`config.mk`:
```
export PLATFORM = sky130hd
export DESIGN_NAME = sha1_byte_stream_hasher
export DESIGN_NICKNAME = d
export VERILOG_FILES = /design/src/sv/sha1bsh_pkg.sv /design/src/sv/sha1_byte_stream_hasher.sv /design/src/sv/sha1bsh_ram.sv
export SDC_FILE = /design/constraint.sdc
export NUM_CORES = 2
export LEC_CHECK = 0
export ABC_CLOCK_PERIOD_IN_PS = 18650
export BUFFER_PORTS_ARGS = -buffer_cell sky130_fd_sc_hd__clkbuf_2
export CAP_MARGIN = 20
export CORE_MARGIN = 2
export CORE_UTILIZATION = 50
export DETAILED_ROUTE_END_ITERATION = 16
export PLACE_DENSITY = 0.69
export SYNTH_ARGS = -nofsm -noshare
export SYNTH_HDL_FRONTEND = slang
export SYNTH_SLANG_ARGS = --single-unit
```
`constraint.sdc`:
```
create_clock -name clk_i -period 18.65 [get_ports clk_i]
set_clock_uncertainty 0.05 [all_clocks]
set_input_delay 0 -clock clk_i [delete_from_list [all_inputs] [get_ports clk_i]]
set_output_delay 0 -clock clk_i [all_outputs]
set_load 0.01 [all_outputs]
```
`src/sv/sha1bsh_pkg.sv`:
```
// ----------------------------------------------------------------------------
// sha1bsh_pkg
// Shared types and constants for the byte-stream SHA-1 hasher.
// ----------------------------------------------------------------------------
package sha1bsh_pkg;

  // Round constants
  localparam logic [31:0] K0 = 32'h5a827999;
  localparam logic [31:0] K1 = 32'h6ed9eba1;
  localparam logic [31:0] K2 = 32'h8f1bbcdc;
  localparam logic [31:0] K3 = 32'hca62c1d6;

  // Initial vector, index 0 is H0
  localparam logic [4:0][31:0] IV = {
    32'hc3d2e1f0, 32'h10325476, 32'h98badcfe, 32'hefcdab89, 32'h67452301
  };

  localparam logic [7:0] PAD_MARK   = 8'h80;
  localparam logic [5:0] LEN_OFFSET = 6'd56;
  localparam logic [5:0] LAST_BYTE  = 6'd63;
  localparam logic [6:0] LAST_ROUND = 7'd79;
  localparam logic [6:0] SCHED_LEN  = 7'd16;
  localparam logic [2:0] LAST_WORD  = 3'd4;

  localparam int unsigned WORD_W     = 32;
  localparam int unsigned BLK_WORDS  = 16;

  typedef enum logic [6:0] {
    ST_IDLE  = 7'b0000001,
    ST_PRE   = 7'b0000010,
    ST_ROUND = 7'b0000100,
    ST_ADD   = 7'b0001000,
    ST_PAD   = 7'b0010000,
    ST_LEN   = 7'b0100000,
    ST_OUT   = 7'b1000000
  } state_e;

  // Round function and constant, selected by round number
  function automatic logic [31:0] round_f(input logic [6:0] t, input logic [31:0] b,
                                          input logic [31:0] c, input logic [31:0] d);
    logic [31:0] r;
    if (t < 7'd20) begin
      r = (b & c) | (~b & d);
    end else if (t < 7'd40) begin
      r = b ^ c ^ d;
    end else if (t < 7'd60) begin
      r = (b & c) | (b & d) | (c & d);
    end else begin
      r = b ^ c ^ d;
    end
    return r;
  endfunction

  function automatic logic [31:0] round_k(input logic [6:0] t);
    logic [31:0] r;
    if (t < 7'd20) begin
      r = K0;
    end else if (t < 7'd40) begin
      r = K1;
    end else if (t < 7'd60) begin
      r = K2;
    end else begin
      r = K3;
    end
    return r;
  endfunction

endpackage

```
`src/sv/sha1_byte_stream_hasher.sv`:
```
// ----------------------------------------------------------------------------
// sha1_byte_stream_hasher
// SHA-1 over a byte stream: packs bytes big-endian into a block RAM, runs
// one compression round per cycle and emits the five digest words on finalize.
// ----------------------------------------------------------------------------
//
//  channel | valid       | stall       | payload
//  --------+-------------+-------------+-------------------------------------
//  in      | in_valid_i  | in_stall_o  | kind_i, data_byte_i
//  out     | out_valid_o | out_stall_i | digest_word_o, digest_last_o
//
// A data byte is taken in the idle state; the byte that fills a block starts
// a compression: one read-prime step, 80 rounds and one step to fold into the
// hash words, run by the single round unit reading the schedule out of the
// block RAM. Finalize pushes one pad byte per cycle up to offset 56, then the
// eight length bytes (one or two blocks, each compressed in turn), then offers
// five digest words. Reset clears counters and loads the initial vector; the
// block RAM is not cleared. in_stall_o is high whenever the block is busy;
// out_stall_i holds the current digest word in place.
module sha1_byte_stream_hasher (
  input  logic        clk_i,
  input  logic        rst_ni,
  input  logic        in_valid_i,
  output logic        in_stall_o,
  input  logic        kind_i,
  input  logic [7:0]  data_byte_i,
  output logic        out_valid_o,
  input  logic        out_stall_i,
  output logic [31:0] digest_word_o,
  output logic        digest_last_o
);

  sha1bsh_pkg::state_e state_q, state_d;

  logic [5:0]        fill_q, fill_d;       // byte position in the block
  logic [23:0]       pack_q, pack_d;       // bytes gathered toward the next word
  logic [63:0]       bits_q, bits_d;       // message length in bits
  logic [6:0]        rnd_q, rnd_d;         // round number
  logic              fin_q, fin_d;         // finalize in progress
  logic              lend_q, lend_d;       // length bytes already pushed
  logic [2:0]        oidx_q, oidx_d;       // digest word being offered
  logic [4:0][31:0]  h_q, h_d;             // chaining hash words
  logic [31:0]       a_q, b_q, c_q, d_q, e_q;
  logic [31:0]       a_d, b_d, c_d, d_d, e_d;
  logic [15:0][31:0] w_q, w_d;             // rolling schedule, index 15 newest

  // Push path shared by data bytes and padding
  logic       push_en;
  logic [7:0] push_byte;

  // Block RAM ports
  logic        ram_we;
  logic [3:0]  ram_waddr;
  logic [31:0] ram_wdata;
  logic [3:0]  ram_raddr;
  logic [31:0] ram_rdata;

  // Round datapath
  logic [31:0] w_new;
  logic [31:0] w_cur;
  logic [31:0] tmp;
  logic [63:0] len_shift;

  sha1bsh_ram #(
    .WIDTH (sha1bsh_pkg::WORD_W),
    .DEPTH (sha1bsh_pkg::BLK_WORDS)
  ) u_blk_ram (
    .clk_i   (clk_i),
    .we_i    (ram_we),
    .waddr_i (ram_waddr),
    .wdata_i (ram_wdata),
    .raddr_i (ram_raddr),
    .rdata_o (ram_rdata)
  );

  // Schedule expansion from fixed taps: t-3, t-8, t-14, t-16
  assign w_new = {w_q[13][30:0] ^ w_q[8][30:0] ^ w_q[2][30:0] ^ w_q[0][30:0],
                  w_q[13][31]   ^ w_q[8][31]   ^ w_q[2][31]   ^ w_q[0][31]};
  // First sixteen rounds take the message word straight from the RAM
  assign w_cur = (rnd_q < sha1bsh_pkg::SCHED_LEN) ? ram_rdata : w_new;
  assign tmp   = {a_q[26:0], a_q[31:27]} + sha1bsh_pkg::round_f(rnd_q, b_q, c_q, d_q)
               + e_q + sha1bsh_pkg::round_k(rnd_q) + w_cur;

  // Length byte j sits at block offset 56 + j, most significant first
  assign len_shift = bits_q << {fill_q[2:0], 3'b000};

  always_comb begin
    state_d   = state_q;
    fill_d    = fill_q;
    pack_d    = pack_q;
    bits_d    = bits_q;
    rnd_d     = rnd_q;
    fin_d     = fin_q;
    lend_d    = lend_q;
    oidx_d    = oidx_q;
    h_d       = h_q;
    a_d       = a_q;
    b_d       = b_q;
    c_d       = c_q;
    d_d       = d_q;
    e_d       = e_q;
    w_d       = w_q;
    push_en   = 1'b0;
    push_byte = 8'h00;
    ram_raddr = 4'd0;
    ram_we    = 1'b0;
    ram_waddr = fill_q[5:2];
    ram_wdata = {pack_q, push_byte};

    case (state_q)
      sha1bsh_pkg::ST_IDLE: begin
        if (in_valid_i) begin
          push_en = 1'b1;
          if (kind_i) begin
            // Finalize: append the marker, then pad
            push_byte = sha1bsh_pkg::PAD_MARK;
            fin_d     = 1'b1;
            state_d   = sha1bsh_pkg::ST_PAD;
          end else begin
            push_byte = data_byte_i;
            bits_d    = bits_q + 64'd8;
          end
          if (fill_q == sha1bsh_pkg::LAST_BYTE) begin
            state_d = sha1bsh_pkg::ST_PRE;
          end
        end
      end
      sha1bsh_pkg::ST_PAD: begin
        if (fill_q == sha1bsh_pkg::LEN_OFFSET) begin
          state_d = sha1bsh_pkg::ST_LEN;
        end else begin
          push_en = 1'b1;
          if (fill_q == sha1bsh_pkg::LAST_BYTE) begin
            state_d = sha1bsh_pkg::ST_PRE;
          end
        end
      end
      sha1bsh_pkg::ST_LEN: begin
        push_en   = 1'b1;
        push_byte = len_shift[63:56];
        if (fill_q == sha1bsh_pkg::LAST_BYTE) begin
          lend_d  = 1'b1;
          state_d = sha1bsh_pkg::ST_PRE;
        end
      end
      sha1bsh_pkg::ST_PRE: begin
        // Prime the RAM read of word 0 and load the working variables
        ram_raddr = 4'd0;
        a_d       = h_q[0];
        b_d       = h_q[1];
        c_d       = h_q[2];
        d_d       = h_q[3];
        e_d       = h_q[4];
        rnd_d     = 7'd0;
        state_d   = sha1bsh_pkg::ST_ROUND;
      end
      sha1bsh_pkg::ST_ROUND: begin
        ram_raddr = rnd_q[3:0] + 4'd1;
        w_d       = {w_cur, w_q[15:1]};
        a_d       = tmp;
        b_d       = a_q;
        c_d       = {b_q[1:0], b_q[31:2]};
        d_d       = c_q;
        e_d       = d_q;
        rnd_d     = rnd_q + 7'd1;
        if (rnd_q == sha1bsh_pkg::LAST_ROUND) begin
          state_d = sha1bsh_pkg::ST_ADD;
        end
      end
      sha1bsh_pkg::ST_ADD: begin
        h_d[0] = h_q[0] + a_q;
        h_d[1] = h_q[1] + b_q;
        h_d[2] = h_q[2] + c_q;
        h_d[3] = h_q[3] + d_q;
        h_d[4] = h_q[4] + e_q;
        if (!fin_q) begin
          state_d = sha1bsh_pkg::ST_IDLE;
        end else if (lend_q) begin
          state_d = sha1bsh_pkg::ST_OUT;
        end else begin
          state_d = sha1bsh_pkg::ST_PAD;
        end
      end
      sha1bsh_pkg::ST_OUT: begin
        if (!out_stall_i) begin
          if (oidx_q == sha1bsh_pkg::LAST_WORD) begin
            // Digest delivered: back to the initial vector
            oidx_d  = 3'd0;
            h_d     = sha1bsh_pkg::IV;
            fill_d  = 6'd0;
            bits_d  = 64'd0;
            fin_d   = 1'b0;
            lend_d  = 1'b0;
            state_d = sha1bsh_pkg::ST_IDLE;
          end else begin
            oidx_d = oidx_q + 3'd1;
          end
        end
      end
      default: begin
        state_d = sha1bsh_pkg::ST_IDLE;
      end
    endcase

    // Pack bytes big-endian; write the word when its fourth byte arrives
    if (push_en) begin
      fill_d    = fill_q + 6'd1;
      pack_d    = {pack_q[15:0], push_byte};
      ram_wdata = {pack_q, push_byte};
      ram_we    = (fill_q[1:0] == 2'd3);
    end
  end

  always_ff @(posedge clk_i or negedge rst_ni) begin
    if (!rst_ni) begin
      state_q <= sha1bsh_pkg::ST_IDLE;
      fill_q  <= 6'd0;
      bits_q  <= 64'd0;
      rnd_q   <= 7'd0;
      fin_q   <= 1'b0;
      lend_q  <= 1'b0;
      oidx_q  <= 3'd0;
      h_q     <= sha1bsh_pkg::IV;
    end else begin
      state_q <= state_d;
      fill_q  <= fill_d;
      bits_q  <= bits_d;
      rnd_q   <= rnd_d;
      fin_q   <= fin_d;
      lend_q  <= lend_d;
      oidx_q  <= oidx_d;
      h_q     <= h_d;
    end
  end

  // Datapath registers, no reset
  always_ff @(posedge clk_i) begin
    pack_q <= pack_d;
    a_q    <= a_d;
    b_q    <= b_d;
    c_q    <= c_d;
    d_q    <= d_d;
    e_q    <= e_d;
    w_q    <= w_d;
  end

  assign in_stall_o    = (state_q != sha1bsh_pkg::ST_IDLE);
  assign out_valid_o   = (state_q == sha1bsh_pkg::ST_OUT);
  assign digest_word_o = h_q[oidx_q];
  assign digest_last_o = (oidx_q == sha1bsh_pkg::LAST_WORD);

endmodule

```
`src/sv/sha1bsh_ram.sv`:
```
// ----------------------------------------------------------------------------
// sha1bsh_ram
// Generic simple dual-port RAM: one write port, one registered read port.
// ----------------------------------------------------------------------------
module sha1bsh_ram #(
  parameter int unsigned WIDTH = 32,
  parameter int unsigned DEPTH = 16
) (
  input  logic                     clk_i,
  input  logic                     we_i,
  input  logic [$clog2(DEPTH)-1:0] waddr_i,
  input  logic [WIDTH-1:0]         wdata_i,
  input  logic [$clog2(DEPTH)-1:0] raddr_i,
  output logic [WIDTH-1:0]         rdata_o
);

  logic [WIDTH-1:0] mem_q [DEPTH];
  logic [WIDTH-1:0] rdata_q;

  always_ff @(posedge clk_i) begin
    if (we_i) begin
      mem_q[waddr_i] <= wdata_i;
    end
    rdata_q <= mem_q[raddr_i];
  end

  assign rdata_o = rdata_q;

endmodule

```
==> impl_results.md <==
* Clk buf depth at 3
* Max-cap viol count at 0
* Post-DP HPWL at 107000 µm
* Iter 0 DRT Violations at 4705
* Cells after Synth at between 5000 and 6000
* Final Slew Violations at 0
* Synth Area per Inst at 12.4 µm²
* Number of fill cells in the layout at between 10000 and 15000
* Fin nets at between 6000 and 7000
* Leading area contributor after synthesis: edfxtp_1
* Vias per cell at 5.85
* Largest net degree at the start of global routing at 221
* Critical Path RT at 19.13 ns
* Peak supply drop at around 85 µV
* Fmax at 132 MHz
* Slew headroom at 0.213
* Min cycle time layout at approximately 7.6 ns
* Max FO, Critical Path at 18
* Slew at the pin closest to its max-slew limit at between 1 and 1.5 ns
* Most frequent cells after synthesis: edfxtp_1 (1208), nand2_1 (849), o21ai_0 (318), inv_1 (290), a21oi_1 (278)
* Reg clk slew, reported paths at around 0.060 ns
* Startpoint types: flop
* Overflow after GRT at 0
* Critical path's slowest cell: nand2_1
* CTS tree: done
* Post-synth top flop: edfxtp_1
* CP peak stage delay at 0.55 ns
* Worst-Skew Late Latency at 0.79 ns
* # IOs at 48
* Async set or reset register ratio after synthesis at 0.166
* Cell Area, Placed at roughly 0.072 mm²
* Post-synthesis sequential area ratio at 0.619
* Synth area leaders: edfxtp_1 (52%), dfrtp_1 (5.9%), nand2_1 (4.6%)
* Root Buffer: clkbuf_16
* Final worst-path cycle share at 0.407
* Crit. End Element: flop
* DRC viols at 0
* Vias at between 40000 and 50000
* Post-route ant nets at 0
* Final Cell Area at 0.0773 mm²
* Post-Route Setup TNS at 0 ns
* CTS buffer count at ~150
* Initial antenna violation count at 6
* Total core area at about 0.14 mm²
* Final Wtd Congestion at slightly above 0.9
* Avg WL per Cell at about 22 µm
* Quantity of I/O buffers inserted on ports at 47
* EDFF count, synth at about 1200
* First-pass GRT wire length at around 260000 µm
* Vias in the first global route at between 40000 and 50000
* Synth warn at 0
* Max H-tree Level at 4
* RSZ-0062 raised after global routing: no
* Yosys reg bits at about 1500
* Die area at roughly 0.14 mm²
* FP Rows at 137
* Yosys top cell area share at 0.520
* Starting Density at 0.502
* Post-synthesis net count at roughly 6000
* Crit-path cells: a41oi_1 > buf_4 > nand2_1 > inv_1 > buf_4 > nor2_2 > buf_4 > inv_1 > o221ai_1 > fa_1 > fa_1 > inv_1 > ha_1 > or3_1 > o221ai_1 > a211oi_1 > o21ai_1 > o2111ai_1 > a211oi_1 > o21bai_1 > a21oi_1 > nor2b_1 > nor3_1 > o31ai_1
* PwrDens at about 94 mW/mm²
* Crit Path Class: flop to flop
* Fraction of layout instances using a drive strength above 1 at 0.0838
* CP arrival at ~8.1 ns
* Clock Sinks at 1486
* Worst min path class: primary input to flop
* First-pass DRT Iterations at 8
* Final setup viols at 0
* Final hold vios at 0
* Syn Std Cell Area at ~0.07 mm²
* Final WL at about 170000 µm
* Yosys cell types at 76
* Leak at about 29 nW
* Most common cell in the netlist: edfxtp_1
* Area Overhead vs Synth at 10.9%
* Die width at 377 µm
* Post-CTS Repair Setup Buffers at 0
* Die Y at 377 µm
* Gr usage total at 0.240
* Status: completed
## state kept, by name, summed over array words and instances, names as in the netlist
register	count
a_q	32
b_q	32
bits_q	61
c_q	32
d_q	32
e_q	32
fill_q	6
fin_q	1
h_q	160
lend_q	1
oidx_q	3
pack_q	24
rnd_q	7
state_q	7
u_blk_ram.mem_q	512
u_blk_ram.rdata_o	32
w_q	512
## worst max-delay path, delay by kind of cell, from the launching register on
| family | cells | cell delay (ns) |
|---|---|---|
| AND/OR/NAND/NOR | 5 | 1.39 |
| AO/OA/AOI/OAI | 10 | 2.52 |
| adder cells (fa/ha/maj) | 3 | 1.29 |
| flip-flops | 1 | 0.46 |
| buffers and inverters | 6 | 1.62 |
## placed cells by master (no fill, tap or decap), types with 41 or more instances in the layout
cell | Yosys | routed
a211oi_1 | 177 | 177
a21o_1 | 83 | 83
a21oi_1 | 278 | 278
a311oi_1 | 67 | 67
a31oi_1 | 77 | 77
buf_4 | 0 | 59
clkbuf_16 | 0 | 157
clkbuf_2 | 0 | 46
dfrtp_1 | 165 | 162
dfstp_2 | 81 | 81
edfxtp_1 | 1208 | 1208
fa_1 | 125 | 125
ha_1 | 199 | 199
inv_1 | 290 | 289
mux2i_1 | 106 | 106
nand2_1 | 849 | 846
nand3_1 | 93 | 92
nor2_1 | 211 | 198
nor2b_1 | 158 | 158
nor3_1 | 62 | 55
o21a_1 | 57 | 57
o21ai_0 | 318 | 318
o22ai_1 | 41 | 41
xnor2_1 | 188 | 188
xor2_1 | 105 | 105
## what timing repair did
item,4_1_cts,5_1_grt
hold buffers,17,0
hold endpoints to repair,254,0
gates resized for setup,0,0
## area by class of cell
cell class	instances	area [µm²]	share of cell area
clock inverter	91	960	0.0124
inverter	294	1120	0.0144
timing repair buffer	130	1020	0.0131
sequential	1486	43200	0.558
antenna	1	2.50	0.0000324
multi-input combinational	3606	24600	0.318
clock buffer	191	4150	0.0536
tap	1876	2350	0.0303
## cell families (layout without fill, tap and decap cells)
family,count (synthesis),in the layout,share of synthesized area
buffers and inverters,553,706,0.0311
adders and majority gates,324,324,0.0716
AOI/OAI and AO/OA,1300,1300,0.121
other,0,1,0
xor gates and xnor gates,293,293,0.0368
DFF,1486,1486,0.619
muxes,122,122,0.0199
and+or+nand+nor,1567,1567,0.101
## through the flow
step           hold WS (ns)  setup slack (ns)  cells  power [mW]  utilization
3_3_place_gp          0.122             11.59   7371        4.23        0.518
6_report             0.0798             11.07   7675        7.28        0.556
4_1_cts              0.0335             11.29   7670        7.32        0.556
3_5_place_dp          0.123             11.33   7371        4.24        0.518
2_1_floorplan        -0.346              1.74   5645        4.09            -
5_1_grt              0.0932             10.82   7675        7.50        0.556
## final timing paths
| kind | startpoint | end | slack [ns] | depth (start not counted) |
|---|---|---|---|---|
| worst min-delay path | data_byte_i[2] | pack_q[2] | 0.08 | 4 |
| worst max-delay path | rnd_q[5] | a_q[31] | 11.07 | 24 |
| max in group asynchronous | rst_ni | rnd_q[0] | 17.24 | 3 |
| worst max register to register | rnd_q[5] | a_q[31] | 11.07 | 24 |
| min in group asynchronous | rst_ni | h_q[92] | 0.10 | 2 |
| worst min register to register | w_q[450] | w_q[418] | 0.34 | 0 |
## metal layers
metal	share of wire	vias up	GRT usage
li1	-	20700	-
met1	0.44	22300	0.342
met2	0.46	1639	0.373
met3	0.066	324	0.0378
met4	0.036	4	0.0909
met5	0.00012	-	0
## power by group
| part | total [mW] | internal (mW) | switching (mW) |
|---|---|---|---|
| logic | 0.310 | 0.111 | 0.199 |
| registers | 3.88 | 3.75 | 0.134 |
| clock network | 3.08 | 1.76 | 1.32 |
| total | 7.28 | 5.62 | 1.65 |
No activity file was read; power rests on OpenSTA's default activity.
